File: config.mk
export PLATFORM = sky130hd
export DESIGN_NAME = mp2_cfg
export DESIGN_NICKNAME = d
export VERILOG_FILES = /design/src/hdl/mp2_pkg.sv /design/src/hdl/mp2_cfg.sv
export SDC_FILE = /design/constraint.sdc
export NUM_CORES = 1
export LEC_CHECK = 0
export ABC_AREA = 1
export BUFFER_PORTS_ARGS = -buffer_cell sky130_fd_sc_hd__buf_2
export CAP_MARGIN = 0
export CORE_UTILIZATION = 50
export DETAILED_ROUTE_END_ITERATION = 7
export PLACE_DENSITY = 0.8
export SYNTH_ARGS = -nofsm -noshare
export SYNTH_HDL_FRONTEND = slang
export SYNTH_SLANG_ARGS = --single-unit
File: constraint.sdc
create_clock -name clk -period 2.57 [get_ports clk]
set_input_delay 0.1285 -clock clk [delete_from_list [all_inputs] [get_ports clk]]
set_output_delay 0.1285 -clock clk [all_outputs]
set_load 0.02 [all_outputs]
File: src/hdl/mp2_pkg.sv
package mp2_pkg;

  localparam int MAX_DIM   = 256;
  localparam int MAX_WORDS = 128;
  localparam int LANES     = 4;

  localparam int LANE_W = 8;
  localparam int DATA_W = LANES * LANE_W;
  localparam int DIM_W  = $clog2(MAX_DIM);     // row / column counters
  localparam int HW     = DIM_W + 1;           // height and width registers
  localparam int WORD_W = $clog2(MAX_WORDS);   // channel word counter
  localparam int CWW    = WORD_W + 1;          // channel_words register
  localparam int LS_AW  = DIM_W + WORD_W;      // line store address

  localparam int NRES      = 4;                // results per input at most
  localparam int RES_IDX_W = $clog2(NRES);

  localparam int CFG_IDX_W  = 3;
  localparam int CFG_DATA_W = HW;

  typedef enum logic [CFG_IDX_W-1:0] {
    REG_HEIGHT      = 3'd0,
    REG_WIDTH       = 3'd1,
    REG_CHAN_WORDS  = 3'd2,
    REG_STRIDE_TWO  = 3'd3,
    REG_PAD_RIGHT   = 3'd4,
    REG_PAD_BOTTOM  = 3'd5
  } cfg_reg_t;

  // Clamped and derived configuration seen by the datapath
  typedef struct packed {
    logic             s2;
    logic             pr;
    logic             pb;
    logic [DIM_W-1:0] h_last;
    logic [DIM_W-1:0] wd_last;
    logic [WORD_W-1:0] cw_last;
    logic [DIM_W-1:0] oh_last;
    logic [DIM_W-1:0] ow_last;
  } cfg_t;

  // One input word together with its neighborhood, as read from the stores
  typedef struct packed {
    logic              valid;
    logic [DATA_W-1:0] cur;
    logic [DATA_W-1:0] left;
    logic [DATA_W-1:0] up;
    logic [DATA_W-1:0] upleft;
    logic [DIM_W-1:0]  r;
    logic [DIM_W-1:0]  c;
    logic [WORD_W-1:0] w;
  } item_t;

  function automatic logic [DATA_W-1:0] lane_max(input logic [DATA_W-1:0] a,
                                                 input logic [DATA_W-1:0] b);
    logic [DATA_W-1:0] res;
    res = '0;
    for (int k = 0; k < LANES; k++) begin
      if ($signed(a[k*LANE_W +: LANE_W]) >= $signed(b[k*LANE_W +: LANE_W])) begin
        res[k*LANE_W +: LANE_W] = a[k*LANE_W +: LANE_W];
      end else begin
        res[k*LANE_W +: LANE_W] = b[k*LANE_W +: LANE_W];
      end
    end
    return res;
  endfunction

endpackage

File: src/hdl/mp2_cfg.sv
module mp2_cfg (
  input  logic                           clk,
  input  logic                           rst_n,
  input  logic                           cfg_we,
  input  logic [mp2_pkg::CFG_IDX_W-1:0]  cfg_index,
  input  logic [mp2_pkg::CFG_DATA_W-1:0] cfg_wdata,
  output mp2_pkg::cfg_t                  cfg,
  output logic                           restart
);
  import mp2_pkg::*;

  logic [HW-1:0]  height_r, width_r;
  logic [CWW-1:0] chan_words_r;
  logic           stride_two_r, pad_right_r, pad_bottom_r;

  logic [HW-1:0]  h_cl, wd_cl, oh, ow;
  logic [CWW-1:0] cw_cl;

  always_ff @(posedge clk) begin
    if (!rst_n) begin
      height_r     <= HW'(2);
      width_r      <= HW'(2);
      chan_words_r <= CWW'(1);
      stride_two_r <= 1'b1;
      pad_right_r  <= 1'b0;
      pad_bottom_r <= 1'b0;
    end else if (cfg_we) begin
      case (cfg_index)
        REG_HEIGHT:     height_r     <= cfg_wdata;
        REG_WIDTH:      width_r      <= cfg_wdata;
        REG_CHAN_WORDS: chan_words_r <= cfg_wdata[CWW-1:0];
        REG_STRIDE_TWO: stride_two_r <= cfg_wdata[0];
        REG_PAD_RIGHT:  pad_right_r  <= cfg_wdata[0];
        REG_PAD_BOTTOM: pad_bottom_r <= cfg_wdata[0];
        default: ;
      endcase
    end
  end

  // any write to a defined register restarts the frame
  always_comb begin
    restart = 1'b0;
    if (cfg_we) begin
      case (cfg_index)
        REG_HEIGHT, REG_WIDTH, REG_CHAN_WORDS,
        REG_STRIDE_TWO, REG_PAD_RIGHT, REG_PAD_BOTTOM: restart = 1'b1;
        default: restart = 1'b0;
      endcase
    end
  end

  always_comb begin
    h_cl  = (height_r < HW'(2)) ? HW'(2) :
            (height_r > HW'(MAX_DIM)) ? HW'(MAX_DIM) : height_r;
    wd_cl = (width_r < HW'(2)) ? HW'(2) :
            (width_r > HW'(MAX_DIM)) ? HW'(MAX_DIM) : width_r;
    cw_cl = (chan_words_r < CWW'(1)) ? CWW'(1) :
            (chan_words_r > CWW'(MAX_WORDS)) ? CWW'(MAX_WORDS) : chan_words_r;

    cfg.s2 = stride_two_r;
    cfg.pr = !stride_two_r && pad_right_r;
    cfg.pb = !stride_two_r && pad_bottom_r;

    oh = stride_two_r ? (h_cl >> 1) : (h_cl - HW'(1) + HW'(cfg.pb));
    ow = stride_two_r ? (wd_cl >> 1) : (wd_cl - HW'(1) + HW'(cfg.pr));

    cfg.h_last  = DIM_W'(h_cl - HW'(1));
    cfg.wd_last = DIM_W'(wd_cl - HW'(1));
    cfg.cw_last = WORD_W'(cw_cl - CWW'(1));
    cfg.oh_last = DIM_W'(oh - HW'(1));
    cfg.ow_last = DIM_W'(ow - HW'(1));
  end

endmodule

==> flow_summary.ini, run 1 <==
[run_status]
status = complete, but fails checks
violations = negative setup slack

[global_route]
grt_first_pass_wirelength_um = 12460
grt_usage_pct = 29.14
grt_max_degree = 28
grt_pass1_vias = 2978
grt.overflow.total = 0
antenna_found_initial = 0

[flow_run]
maxCapViolCount = 0

[floorplan]
placementRows = 25
die_h_um = 74.08
core_mm2 = 0.004848
fp.dieW_um = 74.08
start_util_pct = 53.57
ios = 58
dieArea_mm2 = 0.005487

[clock_network]
clk_pin_slew_ns = 0.07
cts.sinks = 29
insertion_delay_ns = 0.28
cts_buffers = 5
cts-root-buf = clkbuf_8
max-clock-path-buffers = 2
cts_tree = yes
postCtsHoldBufs = 0
cts_max_level = 2

[synthesis]
netlist.area_leader.share_pct = 22.35
synth_top_area_cell = dfxtp_1
yosys_warnings = 0
yosysMostFrequentCell = nand2_1
synth_common_cells = nand2_1, nor2_1, inv_1
synth-main-ff-cell = dfxtp_1
syn_nets = 474
synthesis.area_mm2 = 0.002597
syn_avg_cell_area_um2 = 5.772
synth_area_leaders = dfxtp_1, nand2_1, nor2_1, inv_1, nand3_1
ys_seq_area_share_pct = 22.35
yosys.cell_types.count = 33
post_synth_inst_count = 450
synth_edf_count = 0
ys_ff_latch = 29
async_flop_share_pct = 0

[critical_path]
timing.critical_path.buf_inv = 4
r2r_setup_slack_ns = 1.70
r2r-start = height_r[8]
reg2reg_depth = 4
slowest_delay_ns = 0.33
cp-end-kind = primary output
cp_slowest_cell = dfxtp_2
worstPathCellList = nor2_2, nand2_2, nor2_4, nor2_4, inv_2, ha_4, inv_4, ha_4, nand2_2, o21ai_2, inv_1, nand4_1, nor2_2, nand2_2, nor2_2, nand2_1, nand2_1, nand2_1, buf_6
path_max_fanout = 3
arrival_ns = 2.80
worst-setup-path-type = register to primary output
critPathLaunchType = register
crit_family = simple AND/OR/NAND/NOR gates
r2r_end = height_r[8]
cp.required_ns = 2.44

[place]
pre_cts_ws_ns = -0.1681
port_buffers = 57
place_hpwl_um = 5317
gp_congestion = 0.8883

[timing]
slew_violations = 0
hold_viol_final = 0
max_freq_mhz = 341.0
rsz0062_at_grt = yes
fin_crit_sh_pct = 114.1
setup_tns_ns = -2.339
tightest_slew_ns = 0.4975
setup_slack_ns = -0.3625
slew_headroom_pct = 66.71
fin_skew_ns = 0
finalSetupViolCount = 12
holdWs_ns = 0.1145
layout_min_cycle_time_ns = 2.932

[min_path]
hp-start = cfg_wdata[2]
hold_class = input port to register
hold_depth = 3
hold-path-endpoint = width_r[2]

[routing]
wl_per_cell_um = 14.21
viasPerCell = 5.441
dr.pass1.iters = 5
drc = 0
ant_nets = 0
routed_wl_um = 8850
drtIter0Drc = 227
num_vias = 3390

[cells_and_area]
antenna_cells = 0
syn_to_final_growth_pct = 47.93
finish.net_count = 579
drive_gt1_share_pct = 39.57

[power_and_ir_drop]
leakage_nw = 1.968
pwr_density_cell_mw_per_mm2 = 395.4
vdd_drop_max_v = 0.0004323
[where the power goes]
| group | internal [mW] | switching, mW | leakage (nW) |
|---|---|---|---|
| Clock | 0.242 | 0.180 | 0.0542 |
| Combinational | 0.246 | 0.372 | 1.67 |
| Sequential | 0.464 | 0.0156 | 0.241 |
| Total | 0.952 | 0.567 | 1.97 |
[logic make-up (layout without fill, tap and decap cells)]
family | count (synthesis) | after routing | share of synthesized area (%)
compound gates | 61 | 61 | 12.91
xor+xnor | 12 | 12 | 4.335
fa+ha+maj | 9 | 9 | 4.335
buf+inv | 76 | 182 | 11.46
flops | 29 | 29 | 22.35
simple gates | 263 | 263 | 44.60
[worst reg2reg max path, delay by kind of cell, from the launching register on]
kind | cells | cell delay [ns]
AO/OA/AOI/OAI | 1 | 0.14
flip-flops | 1 | 0.35
buffers and inverters | 3 | 0.30
[cell type report]
| class | count | area (µm²) |
|---|---|---|
| Multi-Input combinational cell | 345 | 2068 |
| Fill cell | 329 | 1006 |
| Timing Repair Buffer | 106 | 726.9 |
| Sequential cell | 29 | 599.3 |
| Inverter | 68 | 262.8 |
| Clock buffer | 7 | 96.34 |
| Tap cell | 67 | 83.83 |
| Clock inverter | 1 | 5.005 |
[flip-flops by register name (all words and copies together) (netlist names)]
signal / flops
chan_words_r: 8
stride_two_r: 1
height_r: 9
width_r: 9
pad_right_r: 1
pad_bottom_r: 1
[placed cells by master, fill, tap and decap left out, types with 2 or more instances in the layout]
cell type	count
nand2_1	99
nor2_1	55
inv_1	51
buf_4	51
buf_2	44
o21ai_0	32
nand3_1	27
nand2_2	24
dfxtp_1	20
nor2_4	13
nor2_2	12
a21oi_1	12
inv_2	11
buf_6	11
nand3_2	10
clkbuf_8	7
nand4_1	6
nand3b_1	6
dfxtp_2	6
xor2_1	5
ha_4	5
xnor2_2	4
nor3_1	3
o21ai_1	3
clkinv_1	3
o21ai_2	3
inv_4	3
nand2_4	3
nor4_1	3
dfxtp_4	3
o21bai_1	2
o211ai_1	2
a31oi_1	2
ha_2	2
ha_1	2
[routing by layer]
layer  up-vias  part of all wire (%)  GRT usage [%]
met3        39                   6.4          4.065
met4         0                   3.8          12.18
met1      1531                    39          32.95
met5         -                     0              0
met2       164                    51          54.34
li1       1656                     -              -
[worst max-delay path by stage]
stage | slack, ns | from | depth (start not counted) | endpoint
2_1_floorplan | -0.02 | height_r[2] | 17 | cfg[14]
3_3_place_gp | -0.04 | height_r[1] | 18 | cfg[14]
3_5_place_dp | -0.17 | height_r[5] | 18 | cfg[14]
4_1_cts | -0.21 | height_r[6] | 19 | cfg[15]
5_1_grt | -0.53 | height_r[2] | 18 | cfg[15]
6_report | -0.36 | height_r[2] | 19 | cfg[15]
[repair_timing]
| item | in CTS | in global routing |
|---|---|---|
| endpoints found under the setup margin | 13 | 15 |
| pin swaps | 39 | 30 |
| gates resized for setup | 69 | 55 |
| buffers inserted | 11 | 8 |
[per-stage QoR]
stage          util (%)  std cells  area [µm²]  power (mW)
2_1_floorplan         -        450        2619      0.8114
3_3_place_gp      65.52        597        3177      0.9552
5_1_grt           79.25        623        3842       1.592
6_report          79.25        623        3842       1.519
4_1_cts           73.94        615        3585       1.437
3_5_place_dp      65.52        597        3177      0.9674
Note: power is estimated with default switching activity, not from simulation.
==> run 2, diff against run 1 <==
Settings changed: CORE_UTILIZATION 50 to 59, PLACE_DENSITY 0.8 to 0.88.
Clock period 2.57 ns to 3.5 ns, I/O delays scaled along.
==> flow_summary.ini, run 2 (same netlist as run 1, synthesis figures left out) <==
[global_route]
grt_max_degree = 28
grt.overflow.total = 0
grt_usage_pct = 28.18
grt_pass1_vias = 2407
antenna_found_initial = 0
grt_first_pass_wirelength_um = 9942

[floorplan]
fp.dieW_um = 68.35
start_util_pct = 63.12
ios = 58
core_mm2 = 0.004115
dieArea_mm2 = 0.004672
placementRows = 23
die_h_um = 68.35

[routing]
drc = 0
drtIter0Drc = 161
wl_per_cell_um = 10.97
ant_nets = 0
dr.pass1.iters = 5
num_vias = 2889
viasPerCell = 5.168
routed_wl_um = 6135

[critical_path]
worst-setup-path-type = register to primary output
r2r-start = height_r[8]
slowest_delay_ns = 0.44
reg2reg_depth = 2
arrival_ns = 3.02
cp-end-kind = primary output
path_max_fanout = 5
cp_slowest_cell = dfxtp_1
r2r_end = height_r[8]
worstPathCellList = nor2_1, nand2_1, nor2_1, a21oi_1, ha_1, inv_1, ha_1, nand2_1, o21ai_0, inv_1, ha_1, inv_1, nor2_1, nand3_1, nor2_1, nand2_1, nand2_1, buf_2
critPathLaunchType = register
cp.required_ns = 3.32
r2r_setup_slack_ns = 2.73

[place]
gp_congestion = 0.9004
pre_cts_ws_ns = 0.5487
port_buffers = 57
placed_cell_area_mm2 = 0.002910
place_hpwl_um = 4804

[min_path]
hold_class = input port to register
hold_depth = 3
hp-start = cfg_wdata[5]
hold-path-endpoint = width_r[5]

[timing]
fin_skew_ns = 0
setup_slack_ns = 0.3087
hold_viol_final = 0
setup_tns_ns = 0
holdWs_ns = 0.1655
fin_crit_sh_pct = 91.18
slew_headroom_pct = 63.73
finalSetupViolCount = 0
slew_violations = 0
rsz0062_at_grt = no
max_freq_mhz = 313.3
tightest_slew_ns = 0.5420
layout_min_cycle_time_ns = 3.191

[cells_and_area]
syn_to_final_growth_pct = 16.33
final_cell_mix = nand2_1, nor2_1, inv_1
top_regs = height_r x9, width_r x9, chan_words_r x8
antenna_cells = 0
drive_gt1_share_pct = 18.27
fin_area_mm2 = 0.003022
mostFrequentLayoutCell = nand2_1
finish.net_count = 532

[run_status]
status = completed

[clock_network]
clk_pin_slew_ns = 0.06
cts.sinks = 29
cts_tree = yes
insertion_delay_ns = 0.28
cts_buffers = 5
postCtsHoldBufs = 0
cts_max_level = 2
max-clock-path-buffers = 2
cts-root-buf = clkbuf_8

[flow_run]
maxCapViolCount = 0

[power_and_ir_drop]
vdd_drop_max_v = 0.0002856
leakage_nw = 1.664
pwr_density_cell_mw_per_mm2 = 322.7
[run 2: changes by cell type in the layout (fill, tap and decap cells not counted), moves of 11 or more]
| cell | delta |
|---|---|
| nor2_1 | +20 |
| nand2_1 | +14 |
| buf_6 | -11 |
| buf_2 | +13 |
| buf_4 | -49 |
| inv_1 | +11 |
| nand2_2 | -12 |
| nor2_4 | -11 |
[run 2: through the flow]
stage	std cells	power, mW	util (%)
after floorplan	450	0.5910	-
after global placement	550	0.6726	70.72
after detailed placement	550	0.6791	70.72
after CTS	558	0.9771	73.18
after global routing	559	1.034	73.43
final	559	0.9752	73.43
[run 2: power by group]
part	switching (mW)	internal (mW)	leakage, nW
combinational	0.215	0.106	1.37
sequential	0.0114	0.342	0.236
clock	0.123	0.177	0.0542
total	0.350	0.625	1.66
[run 2: area by class of cell]
| class | count | area [µm²] |
|---|---|---|
| timing repair buffer | 59 | 300.3 |
| tap | 50 | 62.56 |
| inverter | 68 | 255.2 |
| sequential | 29 | 580.6 |
| clock buffer | 7 | 96.34 |
| clock inverter | 1 | 5.005 |
| fill | 354 | 1094 |
| multi-input combinational | 345 | 1722 |
[run 2: worst max-delay path by stage]
stage	from	to	slack, ns	cells past startpoint
2_1_floorplan	height_r[2]	cfg[14]	0.74	18
3_3_place_gp	height_r[2]	cfg[14]	0.67	18
3_5_place_dp	width_r[3]	cfg[7]	0.55	18
4_1_cts	width_r[3]	cfg[7]	0.22	18
5_1_grt	height_r[8]	cfg[14]	0.004	18
6_report	height_r[8]	cfg[14]	0.31	18
[run 2: what timing repair did]
item                       CTS  global route
resized for setup            0             1
setup buffers                0             1
setup endpoints to repair    0             2
[run 2: per-layer routing]
| layer | track usage, % | part of all wire [%] | vias to the layer above |
|---|---|---|---|
| met1 | 33.50 | 46 | 1255 |
| met5 | 0 | 0 | - |
| met2 | 51.96 | 48 | 82 |
| met3 | 4.000 | 4.8 | 7 |
| li1 | - | - | 1545 |
| met4 | 7.552 | 1.1 | 0 |
[run 2: worst max-delay path: cells and delay by family, from the launching register on]
kind,cells,cell delay (ns)
simple gates,9,0.79
fa+ha+maj,3,0.71
flops,1,0.44
compound gates,2,0.40
buf+inv,4,0.39
==> run 3, diff against run 2 <==
Settings changed: CORE_UTILIZATION 59 to 41, PLACE_DENSITY 0.88 to 0.65, REMOVE_ABC_BUFFERS set to 1.
==> flow_summary.ini, run 3 (same netlist as run 1, synthesis figures left out) <==
[timing]
layout_min_cycle_time_ns = 3.124
rsz0062_at_grt = no
finalSetupViolCount = 0
slew_violations = 0
hold_viol_final = 0
holdWs_ns = 0.1505
setup_tns_ns = 0
slew_headroom_pct = 64.15
fin_skew_ns = 0
max_freq_mhz = 320.1
fin_crit_sh_pct = 89.26
tightest_slew_ns = 0.5357

[cells_and_area]
top_regs = height_r x9, width_r x9, chan_words_r x8
antenna_cells = 0
final_cell_mix = nand2_1, nor2_1, inv_1
fin_cells = 585
finish.net_count = 533
drive_gt1_share_pct = 19.02
final_util_pct = 51.25
syn_to_final_growth_pct = 18.88
mostFrequentLayoutCell = nand2_1

[power_and_ir_drop]
leakage_nw = 1.674
vdd_drop_max_v = 0.0002532
pwr_density_cell_mw_per_mm2 = 337.4

[routing]
ant_nets = 0
dr.pass1.iters = 4
viasPerCell = 4.986
routed_wl_um = 6435
drc = 0
num_vias = 2917
drtIter0Drc = 93
wl_per_cell_um = 11.00

[floorplan]
placementRows = 28
fp.dieW_um = 81.60
die_h_um = 81.60
core_mm2 = 0.006026
ios = 58
dieArea_mm2 = 0.006658
start_util_pct = 43.11

[min_path]
hold_class = input port to register
hp-start = cfg_wdata[1]
hold-path-endpoint = height_r[1]
hold_depth = 3

[critical_path]
path_max_fanout = 10
cp-end-kind = primary output
worst-setup-path-type = register to primary output
critPathLaunchType = register
crit_start = height_r[2]
r2r-start = stride_two_r
r2r_setup_slack_ns = 2.64
reg2reg_depth = 2
cp.required_ns = 3.32
r2r_end = stride_two_r
arrival_ns = 2.95

[global_route]
grt.overflow.total = 0
grt_first_pass_wirelength_um = 10910
antenna_found_initial = 0
grt_max_degree = 28
grt_usage_pct = 20.71
grt_pass1_vias = 2611

[place]
place_hpwl_um = 5249
gp_congestion = 0.8356
port_buffers = 57
place_inst = 577

[clock_network]
cts_max_level = 2
clk_pin_slew_ns = 0.07
cts_buffers = 5
cts-root-buf = clkbuf_8
cts.sinks = 29
postCtsHoldBufs = 0
insertion_delay_ns = 0.28
max-clock-path-buffers = 2
cts_tree = yes

[run_status]
status = completed

[flow_run]
maxCapViolCount = 0
-- run 3: cell types whose count changed in the layout (fill, tap and decap cells not counted), sizes merged --
cell	previous run	this run
clkinv	4	3
buf	59	60
bufinv	0	1
clkinvlp	0	1
clkbuf	7	6
-- run 3: timing repair --
| item | 4_1_cts | 5_1_grt |
|---|---|---|
| setup endpoints to repair | 0 | 4 |
| gates resized for setup | 0 | 4 |
| setup buffers | 0 | 0 |
-- run 3: worst max-delay path by stage --
| stage | end | slack, ns | cells after the start |
|---|---|---|---|
| after global routing | cfg[14] | 0.009 | 18 |
| final | cfg[14] | 0.38 | 18 |
| after CTS | cfg[7] | 0.29 | 18 |
| after floorplan | cfg[5] | 0.59 | 14 |
| after detailed placement | cfg[7] | 0.60 | 18 |
| after global placement | cfg[7] | 0.70 | 18 |
-- run 3: per-stage QoR --
| step | worst slack, ns | total power [mW] | instance area [µm²] |
|---|---|---|---|
| after floorplan | 0.5866 | 0.5865 | 2555 |
| after global placement | 0.6961 | 0.6789 | 2957 |
| after detailed placement | 0.6028 | 0.6840 | 2957 |
| after CTS | 0.2863 | 1.049 | 3077 |
| after global routing | 0.008874 | 1.106 | 3088 |
| final | 0.3758 | 1.042 | 3088 |
-- run 3: area by class of cell --
type | count | area, µm²
fillers | 656 | 2938
multi-input cells | 345 | 1730
flip-flops and latches | 29 | 580.6
repair buffers | 60 | 307.8
inverters | 68 | 255.2
well taps | 75 | 93.84
clock buffers | 6 | 82.58
clock inverters | 2 | 37.54
-- run 3: metal layers --
metal	routed length [µm]	up-vias	track usage [%]
li1	-	1548	-
met1	3055	1302	25.18
met2	3080	59	36.75
met3	224	8	3.333
met4	74	0	7.018
met5	0	-	0
-- run 3: worst max-delay path: stages (launching register included) --
cell	delay (ns)
dfxtp_1	0.35
nor2_1	0.14
nand2_2	0.09
o21ai_4	0.24
a21oi_2	0.13
ha_1	0.30
inv_1	0.06
ha_1	0.29
nand2_1	0.06
o21ai_0	0.07
inv_1	0.08
ha_1	0.17
inv_1	0.04
nor2_1	0.13
nand3_1	0.13
nor2_1	0.11
nand2_1	0.05
nand2_1	0.06
buf_2	0.15
-- run 3: report_power, final --
part	internal, mW	switching, mW	leakage (nW)
registers	0.342	0.0125	0.236
clock network	0.231	0.134	0.0574
logic	0.107	0.215	1.38
