==> src/hdl/mp2_pkg.sv <==
package mp2_pkg;

  localparam int MAX_DIM   = 256;
  localparam int MAX_WORDS = 128;
  localparam int LANES     = 4;

  localparam int LANE_W = 8;
  localparam int DATA_W = LANES * LANE_W;
  localparam int DIM_W  = $clog2(MAX_DIM);     // row / column counters
  localparam int HW     = DIM_W + 1;           // height and width registers
  localparam int WORD_W = $clog2(MAX_WORDS);   // channel word counter
  localparam int CWW    = WORD_W + 1;          // channel_words register
  localparam int LS_AW  = DIM_W + WORD_W;      // line store address

  localparam int NRES      = 4;                // results per input at most
  localparam int RES_IDX_W = $clog2(NRES);

  localparam int CFG_IDX_W  = 3;
  localparam int CFG_DATA_W = HW;

  typedef enum logic [CFG_IDX_W-1:0] {
    REG_HEIGHT      = 3'd0,
    REG_WIDTH       = 3'd1,
    REG_CHAN_WORDS  = 3'd2,
    REG_STRIDE_TWO  = 3'd3,
    REG_PAD_RIGHT   = 3'd4,
    REG_PAD_BOTTOM  = 3'd5
  } cfg_reg_t;

  // Clamped and derived configuration seen by the datapath
  typedef struct packed {
    logic             s2;
    logic             pr;
    logic             pb;
    logic [DIM_W-1:0] h_last;
    logic [DIM_W-1:0] wd_last;
    logic [WORD_W-1:0] cw_last;
    logic [DIM_W-1:0] oh_last;
    logic [DIM_W-1:0] ow_last;
  } cfg_t;

  // One input word together with its neighborhood, as read from the stores
  typedef struct packed {
    logic              valid;
    logic [DATA_W-1:0] cur;
    logic [DATA_W-1:0] left;
    logic [DATA_W-1:0] up;
    logic [DATA_W-1:0] upleft;
    logic [DIM_W-1:0]  r;
    logic [DIM_W-1:0]  c;
    logic [WORD_W-1:0] w;
  } item_t;

  function automatic logic [DATA_W-1:0] lane_max(input logic [DATA_W-1:0] a,
                                                 input logic [DATA_W-1:0] b);
    logic [DATA_W-1:0] res;
    res = '0;
    for (int k = 0; k < LANES; k++) begin
      if ($signed(a[k*LANE_W +: LANE_W]) >= $signed(b[k*LANE_W +: LANE_W])) begin
        res[k*LANE_W +: LANE_W] = a[k*LANE_W +: LANE_W];
      end else begin
        res[k*LANE_W +: LANE_W] = b[k*LANE_W +: LANE_W];
      end
    end
    return res;
  endfunction

endpackage

==> src/hdl/mp2_if.sv <==


interface mp2_out_if;
  logic                       valid;
  logic                       ready;
  logic [mp2_pkg::DATA_W-1:0] pooled_word;
  logic [mp2_pkg::DIM_W-1:0]  out_row;
  logic [mp2_pkg::DIM_W-1:0]  out_col;
  logic [mp2_pkg::WORD_W-1:0] out_word;
  logic                       last_of_run;
  logic                       last_of_frame;

  modport source (output valid, output pooled_word, output out_row, output out_col,
                  output out_word, output last_of_run, output last_of_frame,
                  input ready);
  modport sink   (input valid, input pooled_word, input out_row, input out_col,
                  input out_word, input last_of_run, input last_of_frame,
                  output ready);
endinterface

==> src/hdl/mp2_emit.sv <==
module mp2_emit (
  input  logic           clk,
  input  logic           rst_n,
  input  mp2_pkg::cfg_t  cfg,
  input  mp2_pkg::item_t item,
  output logic           adv,
  mp2_out_if.source      out_ch
);
  import mp2_pkg::*;

  typedef enum logic [RES_IDX_W-1:0] {
    RES_WIN    = 2'd0,
    RES_RIGHT  = 2'd1,
    RES_BOTTOM = 2'd2,
    RES_CORNER = 2'd3
  } res_kind_t;

  logic [NRES-1:0]   mask, pending, sel_oh, rem, sent_r, sent_nxt;
  logic [RES_IDX_W-1:0] sel_idx;
  logic [DATA_W-1:0] res_val [NRES];
  logic [DIM_W-1:0]  res_row [NRES];
  logic [DIM_W-1:0]  res_col [NRES];
  logic              load;
  logic              at_last_col, at_last_row;

  logic              ov_r;
  logic [DATA_W-1:0] pooled_r;
  logic [DIM_W-1:0]  row_r, col_r;
  logic [WORD_W-1:0] word_r;
  logic              lrun_r, lframe_r;

  always_comb begin
    at_last_col = (item.c == cfg.wd_last);
    at_last_row = (item.r == cfg.h_last);

    mask = '0;
    mask[RES_WIN]    = item.valid && item.r != '0 && item.c != '0 &&
                       (!cfg.s2 || (item.r[0] && item.c[0]));
    mask[RES_RIGHT]  = item.valid && cfg.pr && item.r != '0 && at_last_col;
    mask[RES_BOTTOM] = item.valid && cfg.pb && at_last_row && item.c != '0;
    mask[RES_CORNER] = item.valid && cfg.pr && cfg.pb && at_last_row && at_last_col;

    res_val[RES_WIN] = lane_max(lane_max(item.upleft, item.up),
                                lane_max(item.left, item.cur));
    res_row[RES_WIN] = cfg.s2 ? (item.r >> 1) : item.r - DIM_W'(1);
    res_col[RES_WIN] = cfg.s2 ? (item.c >> 1) : item.c - DIM_W'(1);

    res_val[RES_RIGHT] = lane_max(item.up, item.cur);
    res_row[RES_RIGHT] = item.r - DIM_W'(1);
    res_col[RES_RIGHT] = cfg.wd_last;

    res_val[RES_BOTTOM] = lane_max(item.left, item.cur);
    res_row[RES_BOTTOM] = cfg.h_last;
    res_col[RES_BOTTOM] = item.c - DIM_W'(1);

    res_val[RES_CORNER] = item.cur;
    res_row[RES_CORNER] = cfg.h_last;
    res_col[RES_CORNER] = cfg.wd_last;
  end

  // pick the first result not yet handed to the output register
  always_comb begin
    pending = mask & ~sent_r;
    sel_idx = '0;
    for (int i = NRES - 1; i >= 0; i--) begin
      if (pending[i]) begin
        sel_idx = RES_IDX_W'(i);
      end
    end
    sel_oh = NRES'(1) << sel_idx;
    rem    = pending & ~sel_oh;
    load   = (pending != '0) && (!ov_r || out_ch.ready);
    adv    = item.valid && ((pending == '0) || (load && rem == '0));

    sent_nxt = sent_r;
    if (adv) begin
      sent_nxt = '0;
    end else if (load) begin
      sent_nxt = sent_r | sel_oh;
    end
  end

  always_ff @(posedge clk) begin
    if (!rst_n) begin
      sent_r <= '0;
      ov_r   <= 1'b0;
    end else begin
      sent_r <= sent_nxt;
      if (load) begin
        ov_r <= 1'b1;
      end else if (out_ch.ready) begin
        ov_r <= 1'b0;
      end
    end
  end

  always_ff @(posedge clk) begin
    if (load) begin
      pooled_r <= res_val[sel_idx];
      row_r    <= res_row[sel_idx];
      col_r    <= res_col[sel_idx];
      word_r   <= item.w;
      lrun_r   <= (rem == '0);
      lframe_r <= (res_row[sel_idx] == cfg.oh_last) && (res_col[sel_idx] == cfg.ow_last) &&
                  (item.w == cfg.cw_last);
    end
  end

  assign out_ch.valid         = ov_r;
  assign out_ch.pooled_word   = pooled_r;
  assign out_ch.out_row       = row_r;
  assign out_ch.out_col       = col_r;
  assign out_ch.out_word      = word_r;
  assign out_ch.last_of_run   = lrun_r;
  assign out_ch.last_of_frame = lframe_r;

endmodule

==> src/flat_wrapper.sv <==
// flat-port wrapper written by rule: the top's interface ports become plain ports
module mp2_emit_flat import mp2_pkg::*;
  (clk, rst_n, cfg, item, adv, out_ch_valid, out_ch_pooled_word, out_ch_out_row, out_ch_out_col, out_ch_out_word, out_ch_last_of_run, out_ch_last_of_frame, out_ch_ready);
  mp2_out_if out_ch_i ();
  input  logic clk;
  input  logic rst_n;
  input  mp2_pkg::cfg_t cfg;
  input  mp2_pkg::item_t item;
  output logic adv;
  output wire logic [$bits(out_ch_i.valid)-1:0] out_ch_valid;
  output wire logic [$bits(out_ch_i.pooled_word)-1:0] out_ch_pooled_word;
  output wire logic [$bits(out_ch_i.out_row)-1:0] out_ch_out_row;
  output wire logic [$bits(out_ch_i.out_col)-1:0] out_ch_out_col;
  output wire logic [$bits(out_ch_i.out_word)-1:0] out_ch_out_word;
  output wire logic [$bits(out_ch_i.last_of_run)-1:0] out_ch_last_of_run;
  output wire logic [$bits(out_ch_i.last_of_frame)-1:0] out_ch_last_of_frame;
  input wire logic [$bits(out_ch_i.ready)-1:0] out_ch_ready;
  assign out_ch_valid = out_ch_i.valid;
  assign out_ch_pooled_word = out_ch_i.pooled_word;
  assign out_ch_out_row = out_ch_i.out_row;
  assign out_ch_out_col = out_ch_i.out_col;
  assign out_ch_out_word = out_ch_i.out_word;
  assign out_ch_last_of_run = out_ch_i.last_of_run;
  assign out_ch_last_of_frame = out_ch_i.last_of_frame;
  assign out_ch_i.ready = out_ch_ready;
  mp2_emit u_core (.clk(clk), .rst_n(rst_n), .cfg(cfg), .item(item), .adv(adv), .out_ch(out_ch_i));
endmodule
==> config.mk <==
export PLATFORM = sky130hd
export DESIGN_NAME = mp2_emit_flat
export DESIGN_NICKNAME = d
export VERILOG_FILES = /design/src/hdl/mp2_pkg.sv /design/src/hdl/mp2_if.sv /design/src/hdl/mp2_emit.sv /design/src/flat_wrapper.sv
export SDC_FILE = /design/constraint.sdc
export NUM_CORES = 1
export LEC_CHECK = 0
export ABC_CLOCK_PERIOD_IN_PS = 6950
export BUFFER_PORTS_ARGS = -buffer_cell sky130_fd_sc_hd__buf_2
export CAP_MARGIN = 10
export CORE_MARGIN = 4
export CORE_UTILIZATION = 52
export CTS_CLUSTER_SIZE = 40
export DETAILED_ROUTE_END_ITERATION = 6
export PLACE_DENSITY = 0.79
export SETUP_SLACK_MARGIN = 0.2
export SYNTH_ARGS = -nofsm -noshare
export SYNTH_HDL_FRONTEND = slang
export SYNTH_SLANG_ARGS = --single-unit
==> constraint.sdc <==
create_clock -name clk -period 6.95 [get_ports clk]
set_input_delay 1.39 -clock clk [delete_from_list [all_inputs] [get_ports clk]]
set_output_delay 1.39 -clock clk [all_outputs]
set_load 0.005 [all_outputs]
==> impl_results.md, run 1 <==
- Status: completed
- PostCTS Resize Cnt: 0
- CTS Buffer Depth: 2
- Via count: 7529
- Vias in the first global route: 7598
- CP Capture Type: flop
- Peak Freq: 0.1801 GHz
- Ys Warns: 0
- Finish-stage setup viols: 0
- CTS tree: yes
- GRT Residual Overflow: 0
- CP Launch Type: primary input
- Met2 WL: 10.49 mm
- CTS buffer count: 9
- PortBufs: 255
- Met3 wire length: 1.232 mm
- Nets: 1466
- Post-CTS setup buffer count: 0
- Vias/cell: 5.674
- Final GP Congestion: 0.9261
- Post-synth cell types: 65
- Static leakage: 0.005011 uW
- Slew HR: 21.87%
- Post-synth ARST share: 0%
- Root Buffer: clkbuf_16
- Worst path required time: 7140 ps
- Gr usage total: 24.69%
- Layout cell share with drive strength beyond 1: 26.97%
- Worst-Skew Late Latency: 330 ps
- EDFF count, synth: 57
- CP Class: primary input to flop
- Final period util: 79.90%
- Top_reg_cell synth: edfxtp_1
- H-tree depth: 3
- Initial Utilization: 53.73%
- DRC: 0
- Inst Count DP: 1310
- Clk_skew: 5.304 ps
- HPWL after DPL: 18.08 mm
- Largest net degree at the start of global routing: 39
- Site row count: 44
- Final number of hold-violating endpoints: 0
- Area Overhead vs Synth: 23.11%
- Maxcap violations: 0
- Worst Tran Pin Value: 1169 ps
- DR top layer: met5
- Post-synth top area cell: edfxtp_1
- Metal-1 WL: 9.512 mm
- Filler cells: 1260
- Clock-pin slew on the worst setup and hold paths: 60 ps
- Total core area: 14700 um^2
- Post-synth top area share: 21.67%
- Die ar.: 17220 um^2
- # IOs: 256
- Final wirelength: 21.76 mm
- RSZ-0062 raised after global routing: false
- Finished Layout Cells: 1327
- Final Critical Period: 5553 ps
- #FFs+latches synth: 62
- DIE WIDTH: 131.2 um
- Overall power: 1675 uW
- Final Instance Area: 9723 um^2
- Slew Limit Fails: 0
- Hold Buf Count CTS: 0
- Synth cell count leaders: 132 x ha_1, 109 x inv_1, 57 x edfxtp_1
- Critical path data arrival time: 5750 ps
- Antenna-violating nets left: 0
- Pre-antenna DRT Iters: 5
- R2R Setup Slk: 3660 ps
- Post-synthesis sequential area ratio: 22.94%
- Chip Height: 131.2 um
- Cell Pwr Density: 172.3 nW/um^2
- Top fanout value on the critical path: 8
- Clock Sink Count: 62
- Synth Net Count: 1210
- Post-Syn Area: 7898 um^2
- VDD IR max: 0.1006 mV
- Sum Neg Setup Slack: 0 ps
- Hold crit path type: flop to flop
- Synthesized instance count: 881
- Avg Inst Size Synth: 8.964 um^2
- First-pass GRT wire length: 36.17 mm
- Most area-consuming cells after synthesis: edfxtp_1 22%, ha_1 21%, mux2i_1 6.7%
- DR WL/cell: 16.40 um
- DP Area: 9393 um^2
- Most frequent cell after synthesis: ha_1
- DRT iter0 DRCs: 353
- Initial antenna violation count: 2
[cell type report]
cell class / count / area (um^2) / area share [%]
clock inverters: 7 / 102.6 / 1.055
flip-flops and latches: 62 / 1812 / 18.63
multi-input cells: 691 / 5598 / 57.57
clock buffers: 9 / 225.2 / 2.316
repair buffers: 264 / 1344 / 13.82
well taps: 184 / 230.2 / 2.368
diodes: 1 / 2.502 / 0.02574
inverters: 109 / 409.1 / 4.208
[critical path, stage by stage]
cell and delay [ps]:
buf_2 90, inv_1 40, ha_1 260, nand2b_1 130, a21o_1 170, a21o_1 170, a211oi_1 280, o21bai_1 110
a2111oi_0 400, a21oi_1 290, mux2i_1 340, ha_1 270, nand2b_1 130, a21oi_1 140, nor2b_1 50, o21ai_0 180
a21oi_1 90, o21ai_0 160, a21oi_1 110, o21bai_1 180, nor2b_1 500, a221o_1 250
[state kept, by name, summed over array words and instances, names as in the netlist]
| name | flops |
|---|---|
| u_core.out_ch.valid | 1 |
| u_core.out_ch.out_col | 8 |
| u_core.out_ch.out_word | 7 |
| u_core.sent_r | 4 |
| u_core.out_ch.out_row | 8 |
| u_core.out_ch.last_of_frame | 1 |
| u_core.out_ch.last_of_run | 1 |
| u_core.out_ch.pooled_word | 32 |
[worst paths after layout]
path                                   end  cells past startpoint        startpoint
max          u_core.out_ch.pooled_word[27]                     22          item[47]
min                       u_core.sent_r[3]                      2  u_core.sent_r[3]
max reg2reg    u_core.out_ch.last_of_frame                      9  u_core.sent_r[3]
min reg2reg               u_core.sent_r[3]                      2  u_core.sent_r[3]
[through the flow]
stage               util [%]  worst slack, ps  hold slack [ps]
global placement       63.90             1183            470.3
finish                 66.15             1397            491.4
CTS                    66.13             1417            489.9
detailed placement     63.90             1087            474.8
floorplan                  -             1259            437.3
global route           66.15             1034            543.5
[where the power goes]
part | switching (uW) | internal, uW
clock | 182 | 318
sequential | 11.4 | 472
combinational | 365 | 327
total | 558 | 1120
[logic make-up after synthesis]
family                   after synthesis  synth area share (%)
buffers and inverters                128                 6.274
XOR/XNOR                              53                 5.878
multiplexers                          69                 8.999
adder cells (fa/ha/maj)              133                 21.04
AO/OA/AOI/OAI                        227                 20.53
flip-flops                            62                 22.94
AND/OR/NAND/NOR                      209                 14.34
[layout by cell type (no fill, tap or decap), types with 16 or more instances in the layout]
master    count
nand2b_1     33
a21o_1       39
a221o_1      16
nor2_1       37
xor2_1       37
ha_1        132
xnor2_1      16
mux2_2       16
nand2_1      47
buf_2       255
nor2b_1      24
inv_1       109
mux2i_1      53
a21oi_1      45
o21ai_0      34
edfxtp_1     57
[routing by layer]
metal / track usage (%) / vias to the layer above
li1: - / 3765
met1: 31.69 / 3480
met2: 43.03 / 243
met3: 3.555 / 39
met4: 7.876 / 2
met5: 0 / -
Note: power is estimated with default switching activity, not from simulation.
==> run 2, diff against run 1 <==
- ABC_CLOCK_PERIOD_IN_PS: 6950 -> 4920
- CORE_UTILIZATION: 52 -> 48
- PLACE_DENSITY: 0.79 -> 0.76
- clock period: 6.95 -> 4.92 ns (I/O delays scaled with it)
==> impl_results.md, run 2 (synthesized netlist as in run 1, its figures left out) <==
- Final Critical Period: 4597 ps
- Nets: 1501 (+2.4%)
- Chip Height: 136.3 um (+3.8%)
- CTS tree: yes
- Initial Utilization: 49.36% (-4.4 points)
- DRT iter0 DRCs: 360 (+2.0%)
- Total core area: 16000 um^2 (+8.9%)
- Gr usage total: 23.96% (-0.74 points)
- CTS Buffer Depth: 2 (unchanged)
- Status: completed
- DRC: 0 (unchanged)
- Max reg flops: 32 (unchanged)
- Vias in the first global route: 7562 (-0.47%)
- Root Buffer: clkbuf_16
- R2R Path End: u_core.out_ch.last_of_frame
- WHS Endpoint: u_core.sent_r[1]
- Commonest non-fill, non-tap cell in the layout: buf_2
- Area Overhead vs Synth: 29.15%
- Maxcap violations: 0 (unchanged)
- Layout cell share with drive strength beyond 1: 31.52% (+4.6 points)
- Static leakage: 0.005209 uW (+3.9%)
- Via count: 7657 (+1.7%)
- FF+latch area: 1812 um^2 (unchanged)
- H-tree depth: 3 (unchanged)
- GRT Residual Overflow: 0 (unchanged)
- Slew HR: 49.48% (+28 points)
- Sum Neg Setup Slack: 0 ps (unchanged)
- CP Class: primary input to flop
- Ant diodes: 0 (-1)
- Clock Sink Count: 62 (unchanged)
- Worst path required time: 5010 ps (-2130 ps)
- Finish-stage setup viols: 0 (unchanged)
- Critical path data arrival time: 4690 ps (-1060 ps)
- Hold Path Origin: u_core.sent_r[1]
- Worst r2r path cells: 10 (+1)
- Hold crit path type: flop to flop
- Peak Freq: 0.2175 GHz
- Overall power: 2463 uW (+47%)
- HPWL after DPL: 18.88 mm (+4.4%)
- Vias/cell: 5.497 (-3.1%)
- CTS buffer count: 9 (unchanged)
- DR WL/cell: 16.49 um (+0.56%)
- Clock-pin slew on the worst setup and hold paths: 60 ps (about the same)
- Slew Limit Fails: 0 (unchanged)
- VDD IR max: 0.1340 mV (+33%)
- Worst-Skew Late Latency: 340 ps (about the same)
- Multi-input logic area: 5759 um^2 (+2.9%)
- Final GP Congestion: 0.8782 (-5.2%)
- Die ar.: 18570 um^2 (+7.8%)
- Largest net degree at the start of global routing: 49 (+26%)
- Site row count: 46 (+4.5%)
- Cell Pwr Density: 241.4 nW/um^2 (+40%)
- Antenna-violating nets left: 0 (unchanged)
- Filler cells: 1402 (+11%)
- Reg2Reg Launch Point: u_core.sent_r[3]
- RSZ-0062 raised after global routing: false
- CP Launch Type: primary input
- Fin util: 63.75% (-2.4 points)
- Most frequent cells in the layout: 255 x buf_2, 131 x ha_1, 109 x inv_1, 57 x edfxtp_1, 49 x mux2i_1
- WHS Path Cells: 2 (unchanged)
- # IOs: 256 (unchanged)
- Hold Buf Count CTS: 0 (unchanged)
- First-pass GRT wire length: 36.11 mm (-0.15%)
- Final period util: 93.44%
- Clk_skew: 7.547 ps (+2.243 ps)
- PortBufs: 255 (unchanged)
- DIE WIDTH: 136.3 um (+3.8%)
- Final wirelength: 22.97 mm (+5.6%)
- Initial antenna violation count: 0 (-2)
- Worst Tran Pin Value: 752.1 ps (-417.0 ps)
- R2R Setup Slk: 1850 ps (-1810 ps)
- Top fanout value on the critical path: 7 (-1)
- CP Capture Type: flop
- Pre-antenna DRT Iters: 5 (unchanged)
- Final number of hold-violating endpoints: 0 (unchanged)
## run 2: worst max path at each step
stage                               endpoint  cells past startpoint      from
2_1_floorplan   u_core.out_ch.pooled_word[9]                     21  item[95]
6_report        u_core.out_ch.pooled_word[8]                     22  item[95]
3_5_place_dp   u_core.out_ch.pooled_word[29]                     22  item[47]
5_1_grt         u_core.out_ch.pooled_word[8]                     22  item[95]
4_1_cts        u_core.out_ch.pooled_word[21]                     20  item[71]
3_3_place_gp   u_core.out_ch.pooled_word[31]                     22  item[47]
## run 2: through the flow
step,setup WS (ps),hold WS [ps],cells,cell area [um^2]
after floorplan,209.0,437.3,881,7950
after global placement,-89.37,467.6,1371,9727
after detailed placement,-276.0,471.8,1371,9727
after CTS,231.1,489.7,1387,10030
after global routing,181.8,522.1,1393,10200
final,322.5,485.4,1393,10200
## run 2: what timing repair did
item	4_1_cts	5_1_grt
resized for setup	1	35
endpoints found under the setup margin	8	31
buffers inserted	0	6
cloned	0	0
pin swaps	0	30
## run 2: routing by layer
layer / vias up / GRT usage, % / part of all wire [%]
met3: 35 / 3.220 / 6.1
met2: 254 / 43.09 / 50
li1: 3828 / - / -
met1: 3540 / 30.00 / 42
met4: 0 / 6.439 / 1.6
met5: - / 0 / 0
## run 2: layout make-up
type | count | share of cell area (%)
Timing Repair Buffer | 299 | 16.19
Inverter | 109 | 4.011
Multi-Input combinational cell | 691 | 56.46
Sequential cell | 62 | 17.76
Clock inverter | 7 | 0.7115
Clock buffer | 9 | 2.208
Tap cell | 216 | 2.650
## run 2: power breakdown
| group | switching [uW] | internal [uW] | leakage (uW) |
|---|---|---|---|
| clock network | 254 | 393 | 0.000142 |
| logic | 570 | 564 | 0.00449 |
| registers | 15.7 | 666 | 0.000578 |
| total | 840 | 1620 | 0.00521 |
## run 2: critical path, cell delays in order
cell and delay [ps]:
buf_2 90, inv_1 40, ha_1 280, nand2b_4 130, a21o_1 170, a21o_1 170, a211o_1 260, a21oi_2 170
o21ai_4 70, mux2_4 310, ha_1 280, nand2b_1 140, a21o_1 180, a21o_1 180, a21o_1 180, a21o_1 190
a21oi_2 160, o221ai_4 180, buf_6 180, buf_4 130, o211ai_1 150, nand2_1 60
==> run 3, diff against run 2 <==
- RECOVER_POWER: default -> 25
==> impl_results.md, run 3 (synthesized netlist as in run 1, its figures left out) <==
- Status: completed
- Cell Pwr Density: 241.7 nW/um^2 (+0.11%)
- Largest net degree at the start of global routing: 49 (unchanged)
- First-pass GRT wire length: 36.11 mm (unchanged)
- Slew HR: 49.83% (+0.34 points)
- Maxcap violations: 0 (unchanged)
- WHS Path Cells: 2 (unchanged)
- GRT Residual Overflow: 0 (unchanged)
- DIE WIDTH: 136.3 um (unchanged)
- HPWL after DPL: 18.88 mm (unchanged)
- FF+latch area: 1812 um^2 (unchanged)
- Clock Sink Count: 62 (unchanged)
- CP Capture Type: flop
- Final wirelength: 22.98 mm (about the same)
- Worst-Skew Late Latency: 340 ps (about the same)
- CTS tree: yes
- Via count: 7627 (-0.39%)
- Hold crit path type: flop to flop
- Layout cell share with drive strength beyond 1: 28.97% (-2.5 points)
- DRT iter0 DRCs: 347 (-3.6%)
- Fin util: 63.51% (-0.23 points)
- Worst slack, placed: -276.0 ps (unchanged)
- Hold Buf Count CTS: 0 (unchanged)
- Total core area: 16000 um^2 (unchanged)
- Filler cells: 1415 (+0.93%)
- Final number of hold-violating endpoints: 0 (unchanged)
- Inst Count DP: 1371 (unchanged)
- Root Buffer: clkbuf_16
- Worst path required time: 5010 ps (about the same)
- CP Class: primary input to flop
- Final Critical Period: 4583 ps (-14.16 ps)
- DRC: 0 (unchanged)
- RSZ-0062 raised after global routing: false
- Area Overhead vs Synth: 28.67%
- Clock-pin slew on the worst setup and hold paths: 60 ps (about the same)
- Finished Layout Cells: 1393 (unchanged)
- Die ar.: 18570 um^2 (unchanged)
- Initial antenna violation count: 0 (unchanged)
- CTS buffer count: 9 (unchanged)
- Final WS setup: 336.7 ps (+14.16 ps)
- Vias in the first global route: 7562 (unchanged)
- CTS Buffer Depth: 2 (unchanged)
- Slew Limit Fails: 0 (unchanged)
- H-tree depth: 3 (unchanged)
- Antenna-violating nets left: 0 (unchanged)
- VDD IR max: 0.1337 mV (-0.17%)
- Multi-input logic area: 5759 um^2 (unchanged)
- Worst r2r path cells: 10 (unchanged)
- DR WL/cell: 16.49 um (about the same)
- Most frequent cells in the layout: 225 x buf_2, 131 x ha_1, 109 x inv_1, 57 x edfxtp_1, 49 x mux2i_1
- Finish-stage setup viols: 0 (unchanged)
- CP Launch Type: primary input
- Nets: 1501 (unchanged)
- Static leakage: 0.005125 uW (-1.6%)
- Ant diodes: 0 (unchanged)
- # IOs: 256 (unchanged)
- Final period util: 93.16% (-0.29 points)
- Worst Tran Pin Value: 747.0 ps (-5.068 ps)
- Gr usage total: 23.96% (unchanged)
- Critical path data arrival time: 4670 ps (-20 ps)
- Final GP Congestion: 0.8782 (unchanged)
- Chip Height: 136.3 um (unchanged)
- Commonest non-fill, non-tap cell in the layout: buf_2
- PortBufs: 255 (unchanged)
- Peak Freq: 0.2182 GHz (+0.31%)
- Initial Utilization: 49.36% (unchanged)
- Pre-antenna DRT Iters: 5 (unchanged)
- Max reg flops: 32 (unchanged)
- Site row count: 46 (unchanged)
- Clk_skew: 8.675 ps (+1.128 ps)
- Overall power: 2456 uW (-0.26%)
- Vias/cell: 5.475 (-0.39%)
- Top fanout value on the critical path: 7 (unchanged)
run 3: changes by cell type in the layout (fill, tap and decap cells not counted), sizes merged:
cell,change
clkbuf,+28
buf,-28
run 3: per-stage QoR:
step           hold slack [ps]  setup TNS, ps  area (um^2)
6_report                 480.3              0        10160
5_1_grt                  522.1              0        10160
4_1_cts                  489.7              0        10030
3_5_place_dp             471.8          -2569         9727
3_3_place_gp             467.6         -862.6         9727
2_1_floorplan            437.3              0         7950
run 3: report_power, final:
part	total, uW	internal, uW	switching [uW]
sequential	682	666	16.2
clock	646	393	253
combinational	1130	558	570
run 3: repair_timing:
item	CTS	global route
pin swaps	0	30
resized for setup	1	35
setup buffers	0	6
endpoints found under the setup margin	8	31
run 3: cell type report:
type	count	area share (%)
Multi-Input combinational cell	691	56.67
Inverter	109	4.026
Tap cell	216	2.659
Sequential cell	62	17.83
Clock inverter	7	0.7141
Clock buffer	9	2.216
Timing Repair Buffer	299	15.88
run 3: worst paths after layout:
check,from,endpoint,slack [ps]
worst min-delay path,u_core.sent_r[1],u_core.sent_r[1],480
worst max-delay path,item[95],u_core.out_ch.pooled_word[8],340
worst min register to register,u_core.sent_r[1],u_core.sent_r[1],480
worst max register to register,u_core.sent_r[3],u_core.out_ch.last_of_frame,1870
run 3: metal layers:
layer / vias to the layer above / routed length, um / GRT usage, %
met5: - / 0 / 0
met4: 0 / 325 / 6.439
met3: 29 / 1349 / 3.220
met2: 243 / 11460 / 43.09
met1: 3526 / 9841 / 30.00
li1: 3829 / - / -
run 3: worst max-delay path: stages:
cell and delay [ps]:
buf_2 90, inv_1 40, ha_1 280, nand2b_4 130, a21o_1 170, a21o_1 170
a211o_1 260, a21oi_2 170, o21ai_4 70, mux2_4 310, ha_1 280, nand2b_1 140
a21o_1 180, a21o_1 180, a21o_1 180, a21o_1 190, a21oi_2 160, o221ai_4 170
buf_6 180, buf_4 130, o211ai_1 150, nand2_1 60
